$ cat config.mk
export PLATFORM = sky130hd
export DESIGN_NAME = integer_determinant_up_to_5x5
export DESIGN_NICKNAME = d
export VERILOG_FILES = /design/src/idud_pkg.sv /design/src/integer_determinant_up_to_5x5.sv
export SDC_FILE = /design/constraint.sdc
export NUM_CORES = 1
export LEC_CHECK = 0
export ABC_AREA = 1
export ABC_CLOCK_PERIOD_IN_PS = 5000
export BUFFER_PORTS_ARGS = -buffer_cell sky130_fd_sc_hd__buf_2
export CAP_MARGIN = 10
export CORE_AREA = 2 2 283 285
export CTS_BUF_LIST = sky130_fd_sc_hd__clkbuf_2 sky130_fd_sc_hd__clkbuf_4 sky130_fd_sc_hd__clkbuf_8
export DETAILED_ROUTE_END_ITERATION = 8
export DIE_AREA = 0 0 285 287
export SYNTH_ARGS = -nofsm -noshare
export SYNTH_HDL_FRONTEND = slang
export SYNTH_SLANG_ARGS = --single-unit
$ cat constraint.sdc
create_clock -name clk -period 5 [get_ports clk]
set_input_delay 1.25 -clock clk [delete_from_list [all_inputs] [get_ports clk]]
set_output_delay 1.25 -clock clk [all_outputs]
set_load 0.005 [all_outputs]
$ cat src/idud_pkg.sv
// ----------------------------------------------------------------------------
// idud_pkg
// Shared types and constants for the integer determinant block.
// ----------------------------------------------------------------------------
package idud_pkg;

    localparam int DET_WIDTH           = 43;
    localparam int CFG_WIDTH           = 3;
    localparam int MAX_SIZE_DEFAULT    = 5;
    localparam int ELEM_WIDTH_DEFAULT  = 8;

    typedef enum logic [2:0] {
        ST_LOAD,
        ST_CHECK,
        ST_READ,
        ST_MUL,
        ST_ACC,
        ST_OUT
    } idud_state_t;

endpackage

$ cat src/integer_determinant_up_to_5x5.sv
// ----------------------------------------------------------------------------
// integer_determinant_up_to_5x5
// Exact determinant of a square signed matrix loaded one element per transfer.
// ----------------------------------------------------------------------------
// Elements are taken row-major, one per cycle, into a small synchronous
// memory. After the last element of an s x s matrix the block walks every
// s-digit column tuple; a tuple that is a permutation reads its s elements
// from memory one after another (one shared multiplier) and adds or
// subtracts the product. The result then sits in an output register until
// transferred, and the next matrix can load meanwhile; input is stalled
// while the walk runs and, at its end, until the output register is free.
// Writing matrix_size discards a partly loaded matrix.
module integer_determinant_up_to_5x5
#(
    parameter int MAX_SIZE      = idud_pkg::MAX_SIZE_DEFAULT,
    parameter int ELEMENT_WIDTH = idud_pkg::ELEM_WIDTH_DEFAULT
)
(
    input  logic                              clk,
    input  logic                              rst_n,
    input  logic                              matrix_size_we,
    input  logic [idud_pkg::CFG_WIDTH-1:0]    matrix_size,
    input  logic                              in_valid,
    output logic                              in_stall,
    input  logic signed [ELEMENT_WIDTH-1:0]   element_value,
    output logic                              out_valid,
    input  logic                              out_stall,
    output logic signed [idud_pkg::DET_WIDTH-1:0] determinant
);
    import idud_pkg::*;

    localparam int DEPTH = MAX_SIZE * MAX_SIZE;
    localparam int AW    = $clog2(DEPTH);
    localparam int CW    = $clog2(DEPTH + 1);
    localparam int IW    = $clog2(MAX_SIZE);
    localparam int SW    = $clog2(MAX_SIZE + 1);

    logic signed [ELEMENT_WIDTH-1:0] mem [DEPTH];
    logic signed [ELEMENT_WIDTH-1:0] rdata_reg;

    idud_state_t state_reg, state_next;
    logic [CFG_WIDTH-1:0]  size_cfg_reg;
    logic [CW-1:0]         count_reg, count_next;
    logic [IW-1:0]         digit_reg [MAX_SIZE];
    logic [IW-1:0]         digit_next [MAX_SIZE];
    logic [IW-1:0]         row_reg, row_next;
    logic signed [DET_WIDTH-1:0] prod_reg, prod_next;
    logic signed [DET_WIDTH-1:0] acc_reg, acc_next;
    logic                  odd_reg, odd_next;
    logic signed [DET_WIDTH-1:0] det_reg, det_next;
    logic                  out_valid_reg, out_valid_next;

    logic [SW-1:0]  size_eff;
    logic [CW-1:0]  total;
    logic           in_xfer;
    logic           out_xfer;
    logic [AW-1:0]  raddr;
    logic           distinct;
    logic           parity;
    logic [IW-1:0]  digit_inc [MAX_SIZE];
    logic           wrap;
    logic           carry;
    logic signed [DET_WIDTH+ELEMENT_WIDTH-1:0] mul_full;

    // effective size: zero counts as one, above the maximum saturates
    always_comb
    begin
        if (size_cfg_reg == '0)
            size_eff = SW'(1);
        else if (32'(size_cfg_reg) > MAX_SIZE)
            size_eff = SW'(MAX_SIZE);
        else
            size_eff = SW'(size_cfg_reg);
        total = CW'(size_eff) * CW'(size_eff);
    end

    assign in_stall  = (state_reg != ST_LOAD);
    assign in_xfer   = in_valid && !in_stall;
    assign out_xfer  = out_valid_reg && !out_stall;
    assign out_valid = out_valid_reg;
    assign determinant = det_reg;

    // permutation test and sign over the active digits
    always_comb
    begin
        distinct = 1'b1;
        parity   = 1'b0;
        for (int i = 0; i < MAX_SIZE; i++)
        begin
            for (int j = i + 1; j < MAX_SIZE; j++)
            begin
                if (j < 32'(size_eff))
                begin
                    if (digit_reg[i] == digit_reg[j])
                        distinct = 1'b0;
                    if (digit_reg[i] > digit_reg[j])
                        parity = ~parity;
                end
            end
        end
    end

    // base-s increment, last active digit fastest
    always_comb
    begin
        carry = 1'b1;
        for (int i = MAX_SIZE - 1; i >= 0; i--)
        begin
            digit_inc[i] = digit_reg[i];
            if (i < 32'(size_eff) && carry)
            begin
                if (32'(digit_reg[i]) == 32'(size_eff) - 1)
                    digit_inc[i] = '0;
                else
                begin
                    digit_inc[i] = digit_reg[i] + IW'(1);
                    carry = 1'b0;
                end
            end
        end
        wrap = carry;
    end

    assign raddr    = AW'(AW'(row_reg) * AW'(size_eff) + AW'(digit_reg[row_reg]));
    assign mul_full = prod_reg * rdata_reg;

    always_ff @(posedge clk)
    begin
        if (in_xfer)
            mem[count_reg[AW-1:0]] <= element_value;
        rdata_reg <= mem[raddr];
    end

    always_ff @(posedge clk or negedge rst_n)
    begin
        if (!rst_n)
        begin
            state_reg     <= ST_LOAD;
            size_cfg_reg  <= CFG_WIDTH'(5);
            count_reg     <= '0;
            row_reg       <= '0;
            odd_reg       <= 1'b0;
            out_valid_reg <= 1'b0;
            for (int i = 0; i < MAX_SIZE; i++)
                digit_reg[i] <= '0;
        end
        else
        begin
            state_reg     <= state_next;
            row_reg       <= row_next;
            odd_reg       <= odd_next;
            out_valid_reg <= out_valid_next;
            for (int i = 0; i < MAX_SIZE; i++)
                digit_reg[i] <= digit_next[i];
            if (matrix_size_we)
            begin
                size_cfg_reg <= matrix_size;
                count_reg    <= '0;
            end
            else
                count_reg <= count_next;
        end
    end

    always_ff @(posedge clk)
    begin
        prod_reg <= prod_next;
        acc_reg  <= acc_next;
        det_reg  <= det_next;
    end

    always_comb
    begin
        state_next = state_reg;
        count_next = count_reg;
        row_next   = row_reg;
        odd_next   = odd_reg;
        prod_next  = prod_reg;
        acc_next   = acc_reg;
        det_next   = det_reg;
        out_valid_next = out_xfer ? 1'b0 : out_valid_reg;
        for (int i = 0; i < MAX_SIZE; i++)
            digit_next[i] = digit_reg[i];

        unique case (state_reg)
            ST_LOAD:
            begin
                if (in_xfer)
                begin
                    if (count_reg + CW'(1) >= total)
                    begin
                        count_next = '0;
                        acc_next   = '0;
                        for (int i = 0; i < MAX_SIZE; i++)
                            digit_next[i] = '0;
                        state_next = ST_CHECK;
                    end
                    else
                        count_next = count_reg + CW'(1);
                end
            end
            ST_CHECK:
            begin
                if (distinct)
                begin
                    row_next   = '0;
                    odd_next   = parity;
                    prod_next  = DET_WIDTH'(1);
                    state_next = ST_READ;
                end
                else
                begin
                    for (int i = 0; i < MAX_SIZE; i++)
                        digit_next[i] = digit_inc[i];
                    state_next = wrap ? ST_OUT : ST_CHECK;
                end
            end
            ST_READ:
            begin
                state_next = ST_MUL;
            end
            ST_MUL:
            begin
                prod_next = mul_full[DET_WIDTH-1:0];
                if (32'(row_reg) == 32'(size_eff) - 1)
                    state_next = ST_ACC;
                else
                begin
                    row_next   = row_reg + IW'(1);
                    state_next = ST_READ;
                end
            end
            ST_ACC:
            begin
                acc_next = odd_reg ? acc_reg - prod_reg : acc_reg + prod_reg;
                for (int i = 0; i < MAX_SIZE; i++)
                    digit_next[i] = digit_inc[i];
                state_next = wrap ? ST_OUT : ST_CHECK;
            end
            ST_OUT:
            begin
                // hand over once the output register is empty or draining
                if (!out_valid_reg || out_xfer)
                begin
                    det_next       = acc_reg;
                    out_valid_next = 1'b1;
                    state_next     = ST_LOAD;
                end
            end
            default:
            begin
                state_next = ST_LOAD;
            end
        endcase
    end

endmodule

Word-level counts from Yosys, hierarchy flattened
Memory sizes are Yosys's and may differ from the RTL's. A register that Yosys moved wholly into a read port is not among the register bits.
Cells that the tools add are included.
W data, S select, Z words.

word-level totals
  bits in registers = 160
  word-level logic and storage cells = 204
  memories = 1
  memory bits (writable) = 200

cells by class
  mux-type cells = 94
  $mul = 3
  eq/ne operators = 27
  reduce and logical (&&, ||, !) cells = 26
  bitwise logic cells = 10
  add/subtract/negate cells = 11
  order comparisons = 18

memory list
  memory  words  width  read ports  clocked after memory_dff  wr ports  RTL line                             text
  mem     25     8      1           1                         1         integer_determinant_up_to_5x5.sv:38  logic signed [ELEMENT_WIDTH-1:0] mem [DEPTH];

operator list
  operator               number
  $eq A3 B32 Y1          6
  $mux W43               4
  $pmux W43 S2           2
  $mux W3                22
  $mux W1                55
  $mux W15               3
  $pmux W15 S3           1
  $add A43 B43 Y43       1
  $mul A43 B8 Y43        1
  $sub A43 B43 Y43       1
  $eq A3 B3 Y1           10
  $gt A3 B3 Y1           10
  $mux W5                4
  $add A3 B1 Y3 const B  6
  $pmux W3 S6            1
  $ne A2 B2 Y1 const B   6
  $mul A3 B3 Y5          2
  $bmux W3 S3            1
  $not A1 Y1             9
  $reduce_and A3 Y1      3
  $reduce_and A2 Y1      4
  $reduce_bool A2 Y1     4
  $eq A3 B2 Y1 const B   2
  $eq A3 B3 Y1 const B   2
  other kinds (18)       29

Longest topological paths before layout
Gate-level depths: netlist of the first run.

  depth after elaboration = 32
  depth in mapped cells = 25

Least setup slack after synthesis of the first run
No wires, ideal clock.

  kind = register to register
  start point = reg rdata_reg[3], read port of mem
  end point = reg prod_reg[26] (data pin)
  period minus slack after synthesis = 4.602 ns
  arrival = 4.349 ns
  path buffers = 2
  data required time = 4.747 ns
  path slack = 0.398 ns
  cell stages (with the launch flop) = 20
  cells stage by stage = dfxtp_1 clkbuf_1 clkbuf_1 nand2_1 fa_1 fa_1 inv_1 fa_1 inv_1 fa_1 inv_1 ha_1 a21oi_1 nand2_1 a21oi_1 o21ai_1 nand2_1 nand2_1 nor2_1 nor2_1

on the way
  longest elaborated chain between the ends = 2

RTL lines
  what                  RTL line                              text
  start, declared       integer_determinant_up_to_5x5.sv:39   logic signed [ELEMENT_WIDTH-1:0] rdata_reg;
  $mul A43 B8 Y43       integer_determinant_up_to_5x5.sv:125  assign mul_full = prod_reg * rdata_reg;
  $pmux W43 S2          integer_determinant_up_to_5x5.sv:185  unique case (state_reg)
  end signal, assigned  integer_determinant_up_to_5x5.sv:167  prod_reg <= prod_next;
  end, declared         integer_determinant_up_to_5x5.sv:47   logic signed [DET_WIDTH-1:0] prod_reg, prod_next;

Every way passes these cells.
A chain may end at the register's enable or synchronous reset.

Final worst setup path of the first run
  start point = reg rdata_reg[7], read port of mem
  end point = reg prod_reg[14] (data pin)

Same word-level chain as after synthesis.

==> flow_summary_export.csv, run 1 <==
group,metric,value,unit
finish,area_growth,10.34,%
sta,setup_tns,0,ps
clock_network,insertion_delay,690,ps
finish,largest_register_ffs,200,
finish,finalNetCount,4412,
clock_network,clk_pin_slew,70,ps
placed_design,hpwl,68110,um
worst_setup_path,crit_chain,"clkinvlp_4 > buf_4 > or2_2 > fa_1 > fa_1 > fa_1 > inv_1 > fa_1 > ha_4 > nand2_1 > nor2_1 > nand4_1 > o211ai_1 > buf_4 > a21oi_1 > o21a_1",
clock_network,clk_path_buf_depth,3,
grt,antenna_found_initial,1,
worst_setup_path,cpMostUsedCell,"fa_1",
synthesis,ys.flop_type,"edfxtp_1",
run,drv_cap,0,
worst_setup_path,critPathLaunchType,"register",
floorplan,die_h,287,um
sta,slew-limit-headroom,33.48,%
synthesis,ys_ff_latch,368,
routing,drc,0,
sta,fmax,205.7,MHz
sta,maxSlewViolCount,0,
hold_path,hold_path_depth,0,
placed_design,placed_cells,4952,
floorplan,die_w,285,um
finish,final_cells,5075,
worst_setup_path,r2r_end,"prod_reg[14]$_SDFFCE_PN0P_",
worst_setup_path,worst-path-max-fanout,4,
routing,wl_met2,42240,um
worst_setup_path,criticalPathCategory,"reg2reg",
worst_setup_path,cp_num_cells,16,
clock_network,cts.sinks,368,
worst_setup_path,cpPeakStageDelay,520,ps
synthesis,synth_edf_count,329,
sta,worstMarginPinSlew,997.8,ps
synthesis,seq_area_frac_synth,34.52,%
clock_network,cts_tree,"done",
worst_setup_path,arrival,5270,ps
floorplan,initial_core_util,39.87,%
hold_path,hold_path_class,"reg2reg",
routing,met3_length,4751,um
routing,antenna_left,0,
sta,post-route-period-util,97.23,%
routing,vias,25650,
grt,grt_max_degree,57,
worst_setup_path,cpLargestDelayFamily,"adder cells",
placed_design,pre_cts_ws,135.4,ps
routing,viasPerCell,5.055,
worst_setup_path,r2r_slack,140,ps
worst_setup_path,r2r_start,"rdata_reg[7]$_DFF_P_",
synthesis,yosys-top-cells-area,"edfxtp_1 32%, fa_1 14%, nand2_1 11%, inv_1 8.9%, ha_1 7.6%",
routing,m1WireLength,40160,um
worst_setup_path,ff2ff_path_depth,16,
synthesis,synth_top_area_cell,"edfxtp_1",
routing,drt_first_iter_violations,1944,
worst_setup_path,crit_start,"rdata_reg[7]$_DFF_P_",
grt,overflow,0,
floorplan,dieArea,81800,sq um
routing,routedWlPerCell,17.79,um
synthesis,async_flop_share,8.424,%
synthesis,synth_area,31340,sq um
routing,route.top_layer_used,"met4",
clock_network,cts_buffers,68,
synthesis,synth.distinct_cells,57,
worst_setup_path,endpoint_kind,"register",
synthesis,synth_warnings,0,
synthesis,netlist_instances,3906,
grt,grt_usage,22.28,%
synthesis,avgSynthCellArea,8.024,sq um
sta,setup_ws,138.7,ps
hold_path,hold_end,"determinant[33]$_DFFE_PP_",
clock_network,htree_levels,3,
synthesis,syn_nets,4339,
floorplan,io_pins,61,
floorplan,rows,103,
hold_path,min_from,"acc_reg[33]$_SDFFCE_PP0P_",
sta,period_minus_slack,4861,ps
worst_setup_path,critPathBufInv,4,
worst_setup_path,critPathRequiredTime,5410,ps
floorplan,core,78610,sq um
placed_design,gp_congestion,0.9617,
run_status,outcome,"completed",
synthesis,synth_top_area_share,31.52,%
clock_network,cts_root_buf,"clkbuf_8",
routing,drt_pre_antenna_iters,5,
grt,grt_pass1_vias,25740,
finish,fillerInstances,7919,
sta,skew,47.13,ps
placed_design,io_buffers,60,
sta,holdWs,457.2,ps
clock_network,ctsHoldBuffers,0,
sta,setup_violations,0,
routing,wl,90280,um
worst_setup_path,crit_path_top_delay_cell,"fa_1",
sta,finalHoldViolCount,0,
finish,drive_above_1_share,8.275,%
grt,grt_pass1_wl,142400,um
-- worst max path at each step --
| stage | end | slack (ps) |
|---|---|---|
| finish | prod_reg[14]$_SDFFCE_PN0P_ | 140 |
| global route | prod_reg[31]$_SDFFCE_PN0P_ | -60 |
| CTS | prod_reg[29]$_SDFFCE_PN0P_ | 80 |
| detailed placement | prod_reg[29]$_SDFFCE_PN0P_ | 140 |
| global placement | prod_reg[22]$_SDFFCE_PN0P_ | 80 |
| floorplan | prod_reg[26]$_SDFFCE_PN0P_ | 400 |
-- cells in the mapped netlist (6+ instances only) --
| library cell | instances |
|---|---|
| a21o_1 | 6 |
| a21oi_1 | 180 |
| buf_1 | 13 |
| buf_2 | 43 |
| clkbuf_1 | 66 |
| dfrtp_1 | 29 |
| dfxtp_1 | 8 |
| edfxtp_1 | 329 |
| fa_1 | 227 |
| ha_1 | 190 |
| inv_1 | 741 |
| inv_2 | 16 |
| nand2_1 | 924 |
| nand2_2 | 6 |
| nand3_1 | 167 |
| nand4_1 | 23 |
| nor2_1 | 465 |
| nor2_2 | 8 |
| nor3_1 | 11 |
| nor4_1 | 7 |
| o211ai_1 | 7 |
| o21a_1 | 11 |
| o21ai_0 | 222 |
| o21ai_1 | 13 |
| o21bai_1 | 13 |
| o221ai_1 | 31 |
| o22ai_1 | 18 |
| or2_2 | 9 |
| xnor2_1 | 12 |
| xor2_1 | 57 |
-- cell usage in the layout, fill, tap and decap left out, drive strengths merged, types with 25 or more instances in the layout --
| cell type | netlist | layout |
|---|---|---|
| o21ai | 236 | 236 |
| nand4 | 25 | 25 |
| edfxtp | 329 | 329 |
| nor2 | 477 | 477 |
| ha | 190 | 190 |
| clkbuf | 68 | 87 |
| o221ai | 31 | 31 |
| fa | 227 | 227 |
| nand2 | 931 | 931 |
| nand3 | 173 | 173 |
| xor2 | 57 | 57 |
| a21oi | 182 | 182 |
| inv | 758 | 762 |
| dfrtp | 29 | 29 |
| buf | 63 | 134 |
-- per-layer routing --
metal  vias to the layer above  global-route usage [%]
li1                      12480                       -
met1                     12240                   29.68
met2                       747                   37.16
met3                       190                   3.048
met4                         0                   8.076
met5                         -                       0
-- cell families (layout without fill, tap and decap cells) --
family	Yosys count	after routing	share of synthesized area (%)
AND/OR/NAND/NOR	1648	1648	21.45
XOR/XNOR	69	69	1.928
buffers and inverters	893	1011	11.03
other	0	1	0
AO/OA/AOI/OAI	511	511	8.990
flip-flops	368	368	34.52
adder cells (fa/ha/maj)	417	417	22.08
-- final cells by class --
cell class                      instances  area (sq um)  share of cell area [%]
Timing Repair Buffer                  134         975.9                   2.822
Multi-Input combinational cell       2645         17230                   49.81
Antenna cell                            1         2.502                0.007236
Inverter                              762          2869                   8.296
Clock inverter                         28         296.5                  0.8575
Tap cell                             1050          1314                   3.799
Sequential cell                       368         10820                   31.29
Clock buffer                           87          1079                   3.119
-- stage by stage --
stage / cell area, sq um / util [%]
floorplan: 31340 / -
global placement: 33010 / 41.98
detailed placement: 33010 / 41.98
CTS: 34380 / 43.73
global route: 34580 / 43.99
finish: 34580 / 43.99
-- timing repair --
action | CTS | global route
resized for setup | 0 | 37
endpoints found under the setup margin | 0 | 24
setup buffers | 0 | 7
Power of run 1 is left out: the tool's default activity adds up to more than one toggle a clock period on the data nets, which glitch-free logic cannot reach.
==> inputs of run 2 (changes only) <==
ABC_AREA = not set   (was 1)
CORE_AREA = 2 2 271 273   (was 2 2 283 285)
DIE_AREA = 0 0 273 275   (was 0 0 285 287)
==> flow_summary_export.csv, run 2 <==
group,metric,value,unit
run_status,outcome,"finished with violations",
run_status,violations,"setup timing",
synthesis,synth.distinct_cells,79,
finish,area_growth,18.69,%
routing,wl,73210,um
synthesis,seq_area_frac_synth,37.70,%
run,drv_cap,0,
floorplan,die_w,273,um
sta,finalHoldViolCount,0,
sta,post-route-period-util,105.5,%
clock_network,clk_pin_slew,60,ps
clock_network,clk_path_buf_depth,3,
placed_design,io_buffers,60,
routing,drt_pre_antenna_iters,5,
floorplan,dieArea,75080,sq um
sta,maxSlewViolCount,0,
sta,worstMarginPinSlew,883.4,ps
synthesis,synth_area,28690,sq um
synthesis,ys_ff_latch,368,
routing,viasPerCell,5.185,
synthesis,synth_top_area_share,34.43,%
grt,grt_usage,19.87,%
clock_network,insertion_delay,670,ps
sta,setup_violations,18,
hold_path,min_from,"acc_reg[27]$_SDFFCE_PP0P_",
clock_network,cts.sinks,368,
worst_setup_path,criticalPathCategory,"reg2reg",
sta,fmax,189.5,MHz
floorplan,initial_core_util,39.67,%
routing,drc,0,
hold_path,hold_path_depth,0,
finish,largest_register_ffs,200,
synthesis,synth_top_area_cell,"edfxtp_1",
routing,drt_first_iter_violations,1361,
sta,slew-limit-headroom,40.49,%
synthesis,syn_nets,3064,
worst_setup_path,r2r_end,"prod_reg[42]$_SDFFCE_PN0P_",
finish,final_cell_mix,"329 x edfxtp_1, 324 x inv_1, 221 x fa_1",
grt,grt_pass1_vias,21520,
placed_design,placed_cells,3744,
floorplan,rows,99,
grt,antenna_found_initial,3,
grt,overflow,0,
worst_setup_path,critPathLaunchType,"register",
sta,setup_ws,-276.7,ps
sta,rsz0062_at_grt,"yes",
worst_setup_path,critPathRequiredTime,5390,ps
floorplan,core,72340,sq um
synthesis,yosys.cell_count.top_type,"inv_1",
finish,final_cells,3902,
routing,routedWlPerCell,18.76,um
synthesis,netlist_instances,2631,
worst_setup_path,worst-path-max-fanout,7,
synthesis,yosys-top-cells-area,"edfxtp_1 34%, fa_1 16%, ha_1 8.3%, and2_1 4.6%, mux4_2 4.4%",
synthesis,synth_warnings,0,
worst_setup_path,endpoint_kind,"register",
finish,drive_above_1_share,21.56,%
hold_path,hold_path_class,"reg2reg",
worst_setup_path,r2r_slack,-280,ps
synthesis,avgSynthCellArea,10.91,sq um
synthesis,ys.flop_type,"edfxtp_1",
floorplan,die_h,275,um
clock_network,cts_root_buf,"clkbuf_8",
clock_network,htree_levels,3,
hold_path,hold_end,"determinant[27]$_DFFE_PP_",
synthesis,async_flop_share,8.424,%
routing,antenna_left,0,
floorplan,io_pins,61,
sta,skew,46.99,ps
grt,grt_max_degree,49,
sta,holdWs,456.2,ps
synthesis,synth_edf_count,329,
worst_setup_path,ff2ff_path_depth,20,
clock_network,cts_buffers,66,
sta,period_minus_slack,5277,ps
clock_network,cts_tree,"done",
grt,grt_pass1_wl,117300,um
finish,finalNetCount,3325,
synthesis,synth_common_cells,"330 x inv_1, 329 x edfxtp_1, 227 x fa_1",
worst_setup_path,arrival,5660,ps
routing,vias,20230,
worst_setup_path,r2r_start,"prod_reg[12]$_SDFFCE_PN0P_",
finish,layout_commonest_cell,"edfxtp_1",
placed_design,gp_congestion,0.9098,
placed_design,hpwl,55140,um
==> run 2: cell count changes in the layout (fill, tap and decap cells not counted), moves of 130 or more <==
cell	change
nand3_1	-130
inv_1	-416
buf_4	+144
and2_1	+204
o21ai_0	-148
nor2_1	-295
nand2_1	-735
==> run 2: worst max path at each step <==
stage / startpoint / end / slack (ps)
2_1_floorplan: rdata_reg[3]$_DFF_P_ / prod_reg[30]$_SDFFCE_PN0P_ / -1
3_3_place_gp: prod_reg[22]$_SDFFCE_PN0P_ / prod_reg[39]$_SDFFCE_PN0P_ / -400
3_5_place_dp: prod_reg[7]$_SDFFCE_PN0P_ / prod_reg[39]$_SDFFCE_PN0P_ / -420
4_1_cts: prod_reg[2]$_SDFFCE_PN0P_ / prod_reg[37]$_SDFFCE_PN0P_ / -240
5_1_grt: prod_reg[12]$_SDFFCE_PN0P_ / prod_reg[42]$_SDFFCE_PN0P_ / -400
6_report: prod_reg[12]$_SDFFCE_PN0P_ / prod_reg[42]$_SDFFCE_PN0P_ / -280
==> run 2: layout make-up <==
class                           count  area (sq um)
Antenna cell                        2         5.005
Clock buffer                       87          1066
Clock inverter                     30         316.6
Fill cell                        6647         38280
Inverter                          330          1241
Multi-Input combinational cell   1812         16940
Sequential cell                   368         10820
Tap cell                          959          1200
Timing Repair Buffer              314          2462
==> run 2: critical path: stages, from the launching register on <==
cell and delay (ps):
edfxtp_1 410, buf_4 160, buf_6 110, nand2b_1 140
fa_1 480, fa_1 500, fa_1 520, inv_1 50
fa_1 480, ha_4 290, buf_4 140, and4_4 240
and3_4 220, nand3_2 110, a21oi_4 160, o31ai_4 120
o211ai_1 310, nand4_1 200, buf_4 180, a21oi_2 130
nor3_2 50
==> run 2: timing repair <==
item                                    CTS  global route
gates resized for setup                  87           105
setup buffers                            27            16
hold buffers                              0             0
endpoints found under the setup margin   21            43
endpoints found under the hold margin     0             0
pin swaps                                68            57
cloned                                    0             0
==> run 2: cells by family (layout without fill, tap and decap cells) <==
logic type,Yosys count,in the layout,share of synthesized area [%]
compound gates,370,370,8.224
xor+xnor,138,138,4.238
fa+ha+maj,417,417,24.12
buf+inv,451,761,5.965
flops,368,368,37.70
mux,86,86,5.464
other cells,0,2,0
simple gates,801,801,14.29
==> run 2: stage by stage <==
step                      utilization, %  cell area, sq um  setup WS (ps)  setup TNS (ps)
after floorplan                        -             28790         -1.399          -1.399
after global placement             43.57             31520         -395.8           -3192
after detailed placement           43.57             31520         -417.4           -3752
after CTS                          46.26             33470         -244.1           -2120
after global routing               47.08             34060         -400.3           -5757
final                              47.08             34060         -276.7           -2989
==> run 2: routing by layer <==
metal	up-vias	GRT usage, %	wire (um)
met2	453	33.79	35870
li1	9459	-	-
met1	10170	25.62	31600
met5	-	0	13
met4	2	7.492	2534
met3	143	3.081	3200
Power of run 2 is left out for the same reason.
